### src/rtl/cgsf_pkg.sv
// Shared constants, codes and the helper function of the cave grid smoothing filter.
`default_nettype none

package cgsf_pkg;

  localparam int DEFAULT_MAX_WIDTH  = 1024;
  localparam int DEFAULT_MAX_HEIGHT = 1024;

  // Configuration port layout and register indexes.
  localparam int CFG_DATA_W = 11;
  localparam int CFG_IDX_W  = 2;

  localparam logic [CFG_IDX_W-1:0] REG_WALL_LIMIT    = 2'd0;
  localparam logic [CFG_IDX_W-1:0] REG_EMPTY_TO_WALL = 2'd1;
  localparam logic [CFG_IDX_W-1:0] REG_GRID_WIDTH    = 2'd2;
  localparam logic [CFG_IDX_W-1:0] REG_GRID_HEIGHT   = 2'd3;

  localparam logic [3:0]            RST_WALL_LIMIT    = 4'd4;
  localparam logic                  RST_EMPTY_TO_WALL = 1'b1;
  localparam logic [CFG_DATA_W-1:0] RST_GRID_WIDTH    = 11'd64;
  localparam logic [CFG_DATA_W-1:0] RST_GRID_HEIGHT   = 11'd64;

  localparam int MIN_SIZE = 3;

  // Input word kinds carried on tuser.
  localparam logic REQ_CELL    = 1'b0;
  localparam logic REQ_PADDING = 1'b1;

  // Number of set bits in a 3x3 window.
  function automatic logic [3:0] popcount9(input logic [8:0] v);
    logic [3:0] n;
    n = '0;
    for (int i = 0; i < 9; i++) begin
      n = n + {3'b000, v[i]};
    end
    return n;
  endfunction

endpackage

`default_nettype wire

### src/rtl/cave_grid_smoothing_filter.sv
// Top level of the cave grid smoothing filter: line memory, 3x3 window and output skid stage.
`default_nettype none

// One smoothing pass over a binary wall/floor grid streamed in raster order.
// The block takes one input word per clock while it runs and its skid entry
// is empty. The two line buffers share one two-bit-wide memory, read ahead
// of the word that needs it and written back in the cycle that word is
// accepted. The result for a cell leaves grid_width+1 words after that cell
// enters; grid_width+1 padding words after the frame drain the last results.
// A two-entry output stage catches a result made while the downstream side
// stalls; input is held off while its skid entry is full. After reset and
// after every configuration write the input is held off while a settle state
// lets the derived size registers settle, then a radix-2 divider rebuilds
// the output row and column from the stream position. No input word is
// taken in a cycle that carries a configuration write.
module cave_grid_smoothing_filter
  import cgsf_pkg::*;
#(
  parameter int MAX_WIDTH  = DEFAULT_MAX_WIDTH,
  parameter int MAX_HEIGHT = DEFAULT_MAX_HEIGHT
) (
  input  wire logic                  clk,
  input  wire logic                  rst_n,
  // Input words.
  input  wire logic                  in_tvalid,
  output logic                       in_tready,
  input  wire logic [7:0]            in_tdata,   // [0] cell_is_wall, [7:1] zero
  input  wire logic [0:0]            in_tuser,   // [0] req_type
  // Result words.
  output logic                       out_tvalid,
  input  wire logic                  out_tready,
  output logic [7:0]                 out_tdata,  // [0] out_is_wall, [7:1] zero
  output logic                       out_tlast,  // frame_last
  // Configuration writes.
  input  wire logic                  cfg_valid,
  output logic                       cfg_ready,
  input  wire logic [CFG_IDX_W-1:0]  cfg_index,
  input  wire logic [CFG_DATA_W-1:0] cfg_data
);

  localparam int CW  = $clog2(MAX_WIDTH);
  localparam int WW  = $clog2(MAX_WIDTH + 1);
  localparam int WH  = $clog2(MAX_HEIGHT + 1);
  localparam int SPW = $clog2(MAX_WIDTH * MAX_HEIGHT + MAX_WIDTH + 1);
  localparam int DCW = $clog2(SPW);
  localparam int RW  = WW + 1;

  typedef enum logic [2:0] {
    S_RUN    = 3'b001,
    S_SETTLE = 3'b010,
    S_DIV    = 3'b100
  } state_t;

  // Configuration registers.
  logic [3:0]            wall_limit_r;
  logic                  empty_to_wall_r;
  logic [CFG_DATA_W-1:0] grid_width_r;
  logic [CFG_DATA_W-1:0] grid_height_r;

  // Derived sizes.
  logic [WW-1:0]  w_c;
  logic [WH-1:0]  h_c;
  logic [WW-1:0]  w_r;
  logic [WH-1:0]  h_r;
  logic [SPW-1:0] wp1_r;
  logic [SPW-1:0] total_r;
  logic [SPW-1:0] lastpos_r;
  logic [WW-1:0]  wm2_r;
  logic [WH-1:0]  hm2_r;

  // Stream state.
  state_t         state_r;
  logic [1:0]     settle_r;
  logic [CW-1:0]  col_r;
  logic [SPW-1:0] sp_r;
  logic [SPW-1:0] orow_r;
  logic [CW-1:0]  ocol_r;
  logic [8:0]     window_r;

  // Divider.
  logic [SPW-1:0] quo_r;
  logic [RW-1:0]  rem_r;
  logic [DCW-1:0] div_cnt_r;
  logic [RW-1:0]  div_shift;
  logic           div_bit;
  logic [RW-1:0]  rem_nxt;
  logic [SPW-1:0] quo_nxt;
  logic [SPW-1:0] dividend;

  // Line memory: bit 1 holds the upper row, bit 0 the middle row.
  logic [1:0]     line_mem [MAX_WIDTH];
  logic [1:0]     rd_data_r;
  logic [1:0]     fwd_data_r;
  logic           fwd_r;
  logic [1:0]     rd_val;
  logic [CW-1:0]  rd_addr;

  // Datapath.
  logic           acc;
  logic           cell_bit;
  logic [CW-1:0]  ec;
  logic [CW:0]    col_inc;
  logic [CW-1:0]  col_after;
  logic [2:0]     newcol;
  logic [8:0]     win_nxt;
  logic           has_res;
  logic           is_last;
  logic           restart;
  logic           interior;
  logic [3:0]     wall_cnt;
  logic           res_wall;
  logic [CW:0]    ocol_inc;

  // Output skid stage.
  logic           out_v_r;
  logic           out_wall_r;
  logic           out_last_r;
  logic           skid_v_r;
  logic           skid_wall_r;
  logic           skid_last_r;
  logic           produce;

  assign cfg_ready = 1'b1;

  always_ff @(posedge clk) begin
    if (!rst_n) begin
      wall_limit_r    <= RST_WALL_LIMIT;
      empty_to_wall_r <= RST_EMPTY_TO_WALL;
      grid_width_r    <= RST_GRID_WIDTH;
      grid_height_r   <= RST_GRID_HEIGHT;
    end else if (cfg_valid) begin
      unique case (cfg_index)
        REG_WALL_LIMIT:    wall_limit_r    <= cfg_data[3:0];
        REG_EMPTY_TO_WALL: empty_to_wall_r <= cfg_data[0];
        REG_GRID_WIDTH:    grid_width_r    <= cfg_data;
        REG_GRID_HEIGHT:   grid_height_r   <= cfg_data;
        default: ;
      endcase
    end
  end

  always_comb begin
    if (32'(grid_width_r) < 32'(MIN_SIZE)) begin
      w_c = WW'(MIN_SIZE);
    end else if (32'(grid_width_r) > 32'(MAX_WIDTH)) begin
      w_c = WW'(MAX_WIDTH);
    end else begin
      w_c = WW'(grid_width_r);
    end
    if (32'(grid_height_r) < 32'(MIN_SIZE)) begin
      h_c = WH'(MIN_SIZE);
    end else if (32'(grid_height_r) > 32'(MAX_HEIGHT)) begin
      h_c = WH'(MAX_HEIGHT);
    end else begin
      h_c = WH'(grid_height_r);
    end
  end

  // Derived sizes trail the configuration registers through w_r/h_r, then
  // wp1_r, total_r, wm2_r and hm2_r, then lastpos_r; the settle state covers that.
  always_ff @(posedge clk) begin
    w_r       <= w_c;
    h_r       <= h_c;
    wp1_r     <= SPW'(w_r) + SPW'(1);
    total_r   <= SPW'(w_r) * SPW'(h_r);
    wm2_r     <= w_r - WW'(2);
    hm2_r     <= h_r - WH'(2);
    lastpos_r <= total_r + SPW'(w_r);
  end

  assign acc       = in_tvalid && in_tready;
  assign in_tready = (state_r == S_RUN) && !skid_v_r && !cfg_valid;
  assign cell_bit  = (in_tuser[0] == REQ_CELL) ? in_tdata[0] : 1'b0;

  // A column left beyond a narrowed row restarts at zero.
  assign ec        = (32'(col_r) >= 32'(w_r)) ? '0 : col_r;
  assign col_inc   = {1'b0, ec} + (CW+1)'(1);
  assign col_after = (32'(col_inc) >= 32'(w_r)) ? '0 : col_inc[CW-1:0];

  assign rd_val  = fwd_r ? fwd_data_r : rd_data_r;
  assign newcol  = {cell_bit, rd_val[0], rd_val[1]};
  assign win_nxt = {newcol, window_r[8:3]};

  assign has_res = sp_r >= wp1_r;
  assign is_last = sp_r >= lastpos_r;
  assign restart = acc && has_res && is_last;
  assign produce = acc && has_res;

  assign interior = (orow_r != '0) && (32'(orow_r) <= 32'(hm2_r)) &&
                    (ocol_r != '0) && (32'(ocol_r) <= 32'(wm2_r));
  assign wall_cnt = popcount9(win_nxt);
  assign res_wall = interior ? ((wall_cnt > wall_limit_r) ||
                                (empty_to_wall_r && (wall_cnt == 4'd0)))
                             : win_nxt[4];

  // The next word's column is always known, so its read is issued before that word arrives.
  assign rd_addr = acc ? (restart ? '0 : col_after) : ec;

  always_ff @(posedge clk) begin
    if (acc) begin
      line_mem[ec] <= {rd_val[0], cell_bit};
    end
    rd_data_r  <= line_mem[rd_addr];
    fwd_data_r <= {rd_val[0], cell_bit};
  end

  // Forward a write that lands on the address read in the same cycle.
  always_ff @(posedge clk) begin
    if (!rst_n) begin
      fwd_r <= 1'b0;
    end else begin
      fwd_r <= acc && (rd_addr == ec);
    end
  end

  assign ocol_inc = {1'b0, ocol_r} + (CW+1)'(1);

  assign dividend  = has_res ? (sp_r - wp1_r) : '0;
  assign div_shift = {rem_r[RW-2:0], quo_r[SPW-1]};
  assign div_bit   = div_shift >= {1'b0, w_r};
  assign rem_nxt   = div_bit ? (div_shift - {1'b0, w_r}) : div_shift;
  assign quo_nxt   = {quo_r[SPW-2:0], div_bit};

  always_ff @(posedge clk) begin
    if (!rst_n) begin
      state_r   <= S_SETTLE;
      settle_r  <= '0;
      col_r     <= '0;
      sp_r      <= '0;
      orow_r    <= '0;
      ocol_r    <= '0;
      window_r  <= '0;
      div_cnt_r <= '0;
    end else if (cfg_valid) begin
      state_r  <= S_SETTLE;
      settle_r <= '0;
    end else begin
      unique case (state_r)
        S_SETTLE: begin
          settle_r <= settle_r + 2'd1;
          if (settle_r == 2'd2) begin
            state_r   <= S_DIV;
            div_cnt_r <= DCW'(SPW - 1);
          end
        end
        S_DIV: begin
          div_cnt_r <= div_cnt_r - DCW'(1);
          if (div_cnt_r == '0) begin
            state_r <= S_RUN;
            orow_r  <= quo_nxt;
            ocol_r  <= rem_nxt[CW-1:0];
          end
        end
        S_RUN: begin
          if (restart) begin
            col_r    <= '0;
            sp_r     <= '0;
            orow_r   <= '0;
            ocol_r   <= '0;
            window_r <= '0;
          end else if (acc) begin
            col_r    <= col_after;
            sp_r     <= sp_r + SPW'(1);
            window_r <= win_nxt;
            if (has_res) begin
              if (32'(ocol_inc) >= 32'(w_r)) begin
                ocol_r <= '0;
                orow_r <= orow_r + SPW'(1);
              end else begin
                ocol_r <= ocol_inc[CW-1:0];
              end
            end
          end
        end
        default: state_r <= S_SETTLE;
      endcase
    end
  end

  // Divider operands load as the settle state ends.
  always_ff @(posedge clk) begin
    if (state_r == S_SETTLE) begin
      quo_r <= dividend;
      rem_r <= '0;
    end else begin
      quo_r <= quo_nxt;
      rem_r <= rem_nxt;
    end
  end

  // Output register with one skid entry; on the output side, input stops only
  // while the skid entry is full.
  always_ff @(posedge clk) begin
    if (!rst_n) begin
      out_v_r  <= 1'b0;
      skid_v_r <= 1'b0;
    end else if (out_v_r && !out_tready) begin
      if (produce) begin
        skid_v_r <= 1'b1;
      end
    end else if (skid_v_r) begin
      out_v_r  <= 1'b1;
      skid_v_r <= 1'b0;
    end else begin
      out_v_r <= produce;
    end
  end

  always_ff @(posedge clk) begin
    if (out_v_r && !out_tready) begin
      if (produce) begin
        skid_wall_r <= res_wall;
        skid_last_r <= is_last;
      end
    end else if (skid_v_r) begin
      out_wall_r <= skid_wall_r;
      out_last_r <= skid_last_r;
    end else if (produce) begin
      out_wall_r <= res_wall;
      out_last_r <= is_last;
    end
  end

  assign out_tvalid = out_v_r;
  assign out_tdata  = {7'b000_0000, out_wall_r};
  assign out_tlast  = out_last_r;

endmodule

`default_nettype wire

### config.mk
export PLATFORM = sky130hd
export DESIGN_NAME = cave_grid_smoothing_filter
export DESIGN_NICKNAME = d
export VERILOG_FILES = /design/src/rtl/cgsf_pkg.sv /design/src/rtl/cave_grid_smoothing_filter.sv
export SDC_FILE = /design/constraint.sdc
export NUM_CORES = 2
export LEC_CHECK = 0
export ABC_AREA = 1
export BUFFER_PORTS_ARGS = -buffer_cell sky130_fd_sc_hd__buf_2
export CAP_MARGIN = 30
export CORE_ASPECT_RATIO = 1.1
export CORE_MARGIN = 5
export CORE_UTILIZATION = 28
export CTS_CLUSTER_DIAMETER = 60
export DETAILED_ROUTE_END_ITERATION = 10
export GPL_ROUTABILITY_DRIVEN = 0
export GPL_TIMING_DRIVEN = 1
export SLEW_MARGIN = 20
export SYNTH_ARGS = -nofsm -noshare
export SYNTH_HDL_FRONTEND = slang
export SYNTH_SLANG_ARGS = --single-unit
### constraint.sdc
create_clock -name clk -period 47.2 [get_ports clk]
set_clock_uncertainty 0.2 [all_clocks]
set_input_delay 9.44 -clock clk [delete_from_list [all_inputs] [get_ports clk]]
set_output_delay 9.44 -clock clk [all_outputs]
set_load 0.005 [all_outputs]
==> out/results.tsv <==
stage	metric	value	unit
final_layout	nets	11220	
global_route	grt.total_usage	0.1445	
final_layout	syn2layout_area_growth	11.52	%
synthesis	ys.flop_type	edfxtp_1	
global_route	grt_max_degree	236	
clock_tree	cts_max_level	4	
clock_tree	post-cts-setup-buffers	0	
timing	relSlewSlack	0.1937	
pwr	p_per_area	33.49	nW/um^2
pwr	max-vdd-ir-drop	0.00003046	V
route	post-route-drc-count	0	
floorplanning	core-area	388900	sq um
pwr	sequentialPowerShare	0.542	
clock_tree	insertion_delay	0.94	ns
timing	setup_tns	0	ns
final_layout	fillCellCount	39770	
setup_path	required	37.56	ns
setup_path	cp_max_fo	5	
synthesis	seq_area_frac_synth	0.6073	
route	drtPass1Iterations	5	
global_route	antenna_found_initial	7	
placed_design	place_area	114600	sq um
pwr	p_int	3.232	mW
clock_tree	clk_pin_slew	0.06	ns
synthesis	synth.distinct_cells	57	
route	viasPerCell	4.780	
setup_path	cpPeakStageDelay	0.21	ns
setup_path	crit_chain	buf_2 > nor3_2 > buf_2	
floorplanning	rows	240	
floorplanning	die_height	665.7	microns
timing	finalCritPeriodShare	0.4149	
synthesis	netlist_instances	11230	
flow_run	maxCapViolations	0	
synthesis	synth_warnings	0	
setup_path	worst_setup_path_start_kind	input port	
placed_design	portBuffers	23	
status	status	completed	
synthesis	synth.top_cell.area_share	0.5630	
placed_design	dp.final_hpwl	166.0	mm
synthesis	synth_common_cells	2052 x edfxtp_1, 2019 x nand2_1, 1719 x inv_1	
pwr	netSwitchingFraction	0.2093	
synthesis	yosys_register_bits	2294	
clock_tree	postCtsHoldBufs	0	
timing	min_period	19.59	ns
worst_hold_path	hp-class	reg2reg	
timing	worstMarginPinSlew	1.209	ns
timing	rsz0062_at_grt	no	
final_layout	fin_util	0.3139	
pwr	clkPwrFrac	0.432	
setup_path	crit_type	in2out	
synthesis	synth_edf_count	2052	
pwr	combinationalPowerShare	0.026	
timing	finalMaxSlewViolations	0	
setup_path	end_kind	primary output	
global_route	grt_pass1_vias	74750	
global_route	grt_pass1_wl	449.8	mm
placed_design	dpl_worst_slack	27.61	ns
route	wire_per_inst	18.40	microns
synthesis	synth_area_leader_cell	edfxtp_1	
final_layout	final_cells	16310	
synthesis	ys_async_sr_fraction	0	
clock_tree	cts_resized	0	
synthesis	synth_most_common_cell	edfxtp_1	
setup_path	critPathArrivalTime	9.95	ns
global_route	overflow	0	
floorplanning	ios	39	
synthesis	avgSynthCellArea	9.744	sq um
route	vias	77970	
clock_tree	cts_buffers	235	
pwr	p_leak	48.08	nW
timing	hold_viol_final	0	
timing	finalSetupViolCount	0	
clock_tree	root_buffer	clkbuf_16	
setup_path	cp_slowest_cell	nor3_2	
timing	layout_setup_ws	27.61	ns
clock_tree	cts_tree	done	
floorplanning	die_area	403500	sq um
clock_tree	clk_path_buf_depth	4	
floorplanning	start_util	0.2814	
timing	fmax	0.05106	GHz
final_layout	stdcell_area	122100	sq um
route	wl	300.1	mm
final_layout	drive_gt1_frac	0.05672	
route	ant_nets	0	
pwr	p_sw	855.4	uW
route	first_iter_violations	7087	
clock_tree	cts.sinks	2294	
synthesis	netlist_area	109400	sq um
synthesis	ys_top_cells_by_area	edfxtp_1 56%, nand2_1 6.9%, nand3_1 6.0%, inv_1 5.9%, dfxtp_1 4.4%	
floorplanning	die_x	606.1	microns
setup_path	crit_top_cell	buf_2	
placed_design	dp.cells	15880	
metal layers:
layer	vias up	GRT usage	routed length, microns
li1	36820	-	-
met1	38190	0.1809	122400
met2	2353	0.2506	144500
met3	611	0.01897	19840
met4	0	0.06002	13420
met5	-	0	0
cells in the final DEF, fill, tap and decap left out, types with 23 or more instances in the layout:
cell type	count
edfxtp_1	2052
nand2_1	1985
inv_1	1717
nand3_1	1317
nor2_1	1196
o21ai_0	443
o211ai_1	328
nand4_1	299
dfxtp_1	242
clkbuf_16	238
ha_1	187
buf_4	150
a21oi_1	140
o21ai_1	115
fa_1	87
xor2_1	85
clkinv_1	56
clkinv_2	52
clkbuf_1	47
nor3_1	42
nand2_4	33
o22ai_1	32
xnor2_1	26
buf_2	23
critical path: cells and delay by family:
kind,cells,cell delay (ns)
AND/OR/NAND/NOR,1,0.21
buffers and inverters,2,0.29
worst paths after layout:
path                           from      endpoint  slack [ns]  cells past startpoint
hold reg to reg   grid_height_r[10]       h_r[10]        0.21                      0
hold / removal    grid_height_r[10]       h_r[10]        0.21                      0
setup reg to reg             w_r[8]  rd_data_r[0]       35.41                     39
setup / recovery          cfg_valid     in_tready       27.61                      3
cells by family after synthesis:
group                      Yosys count  synth area share
and+or+nand+nor                   4924            0.1932
AOI/OAI and AO/OA                 1122           0.06091
adders and majority gates          274           0.03729
DFF                               2294            0.6073
other                                2        0.00006862
xor gates and xnor gates           112          0.009032
buffers and inverters             2504           0.09223
sequential cells by signal, summed over array words and instances (netlist names), 12 cells and up:
signal	count
orow_r	21
lastpos_r	21
sp_r	21
line_mem	2048
wp1_r	12
total_r	21
quo_r	21
area by class of cell:
cell class	count	area, sq um	area share
Antenna cell	2	5.005	0.00004101
Clock buffer	296	6284	0.05148
Clock inverter	131	925.9	0.007586
Inverter	1740	6569	0.05382
Multi-Input combinational cell	6440	33250	0.2724
Sequential cell	2294	66460	0.5445
Tap cell	5203	6510	0.05334
Timing Repair Buffer	207	2043	0.01674
power groups by stage:
stage	registers [mW]	clock network, mW	logic (mW)
CTS	2.22	1.79	0.106
global route	2.22	1.88	0.120
global placement	2.26	0	0.104
detailed placement	2.26	0	0.105
finish	2.22	1.77	0.105
floorplan	2.27	0	0.0748
through the flow:
stage	power (mW)	hold WS, ns
finish	4.087	0.2118
global placement	2.363	0.1899
CTS	4.115	0.2065
floorplan	2.344	0.1495
detailed placement	2.364	0.1927
global route	4.218	0.2162
Note: power is estimated with default switching activity, not from simulation.
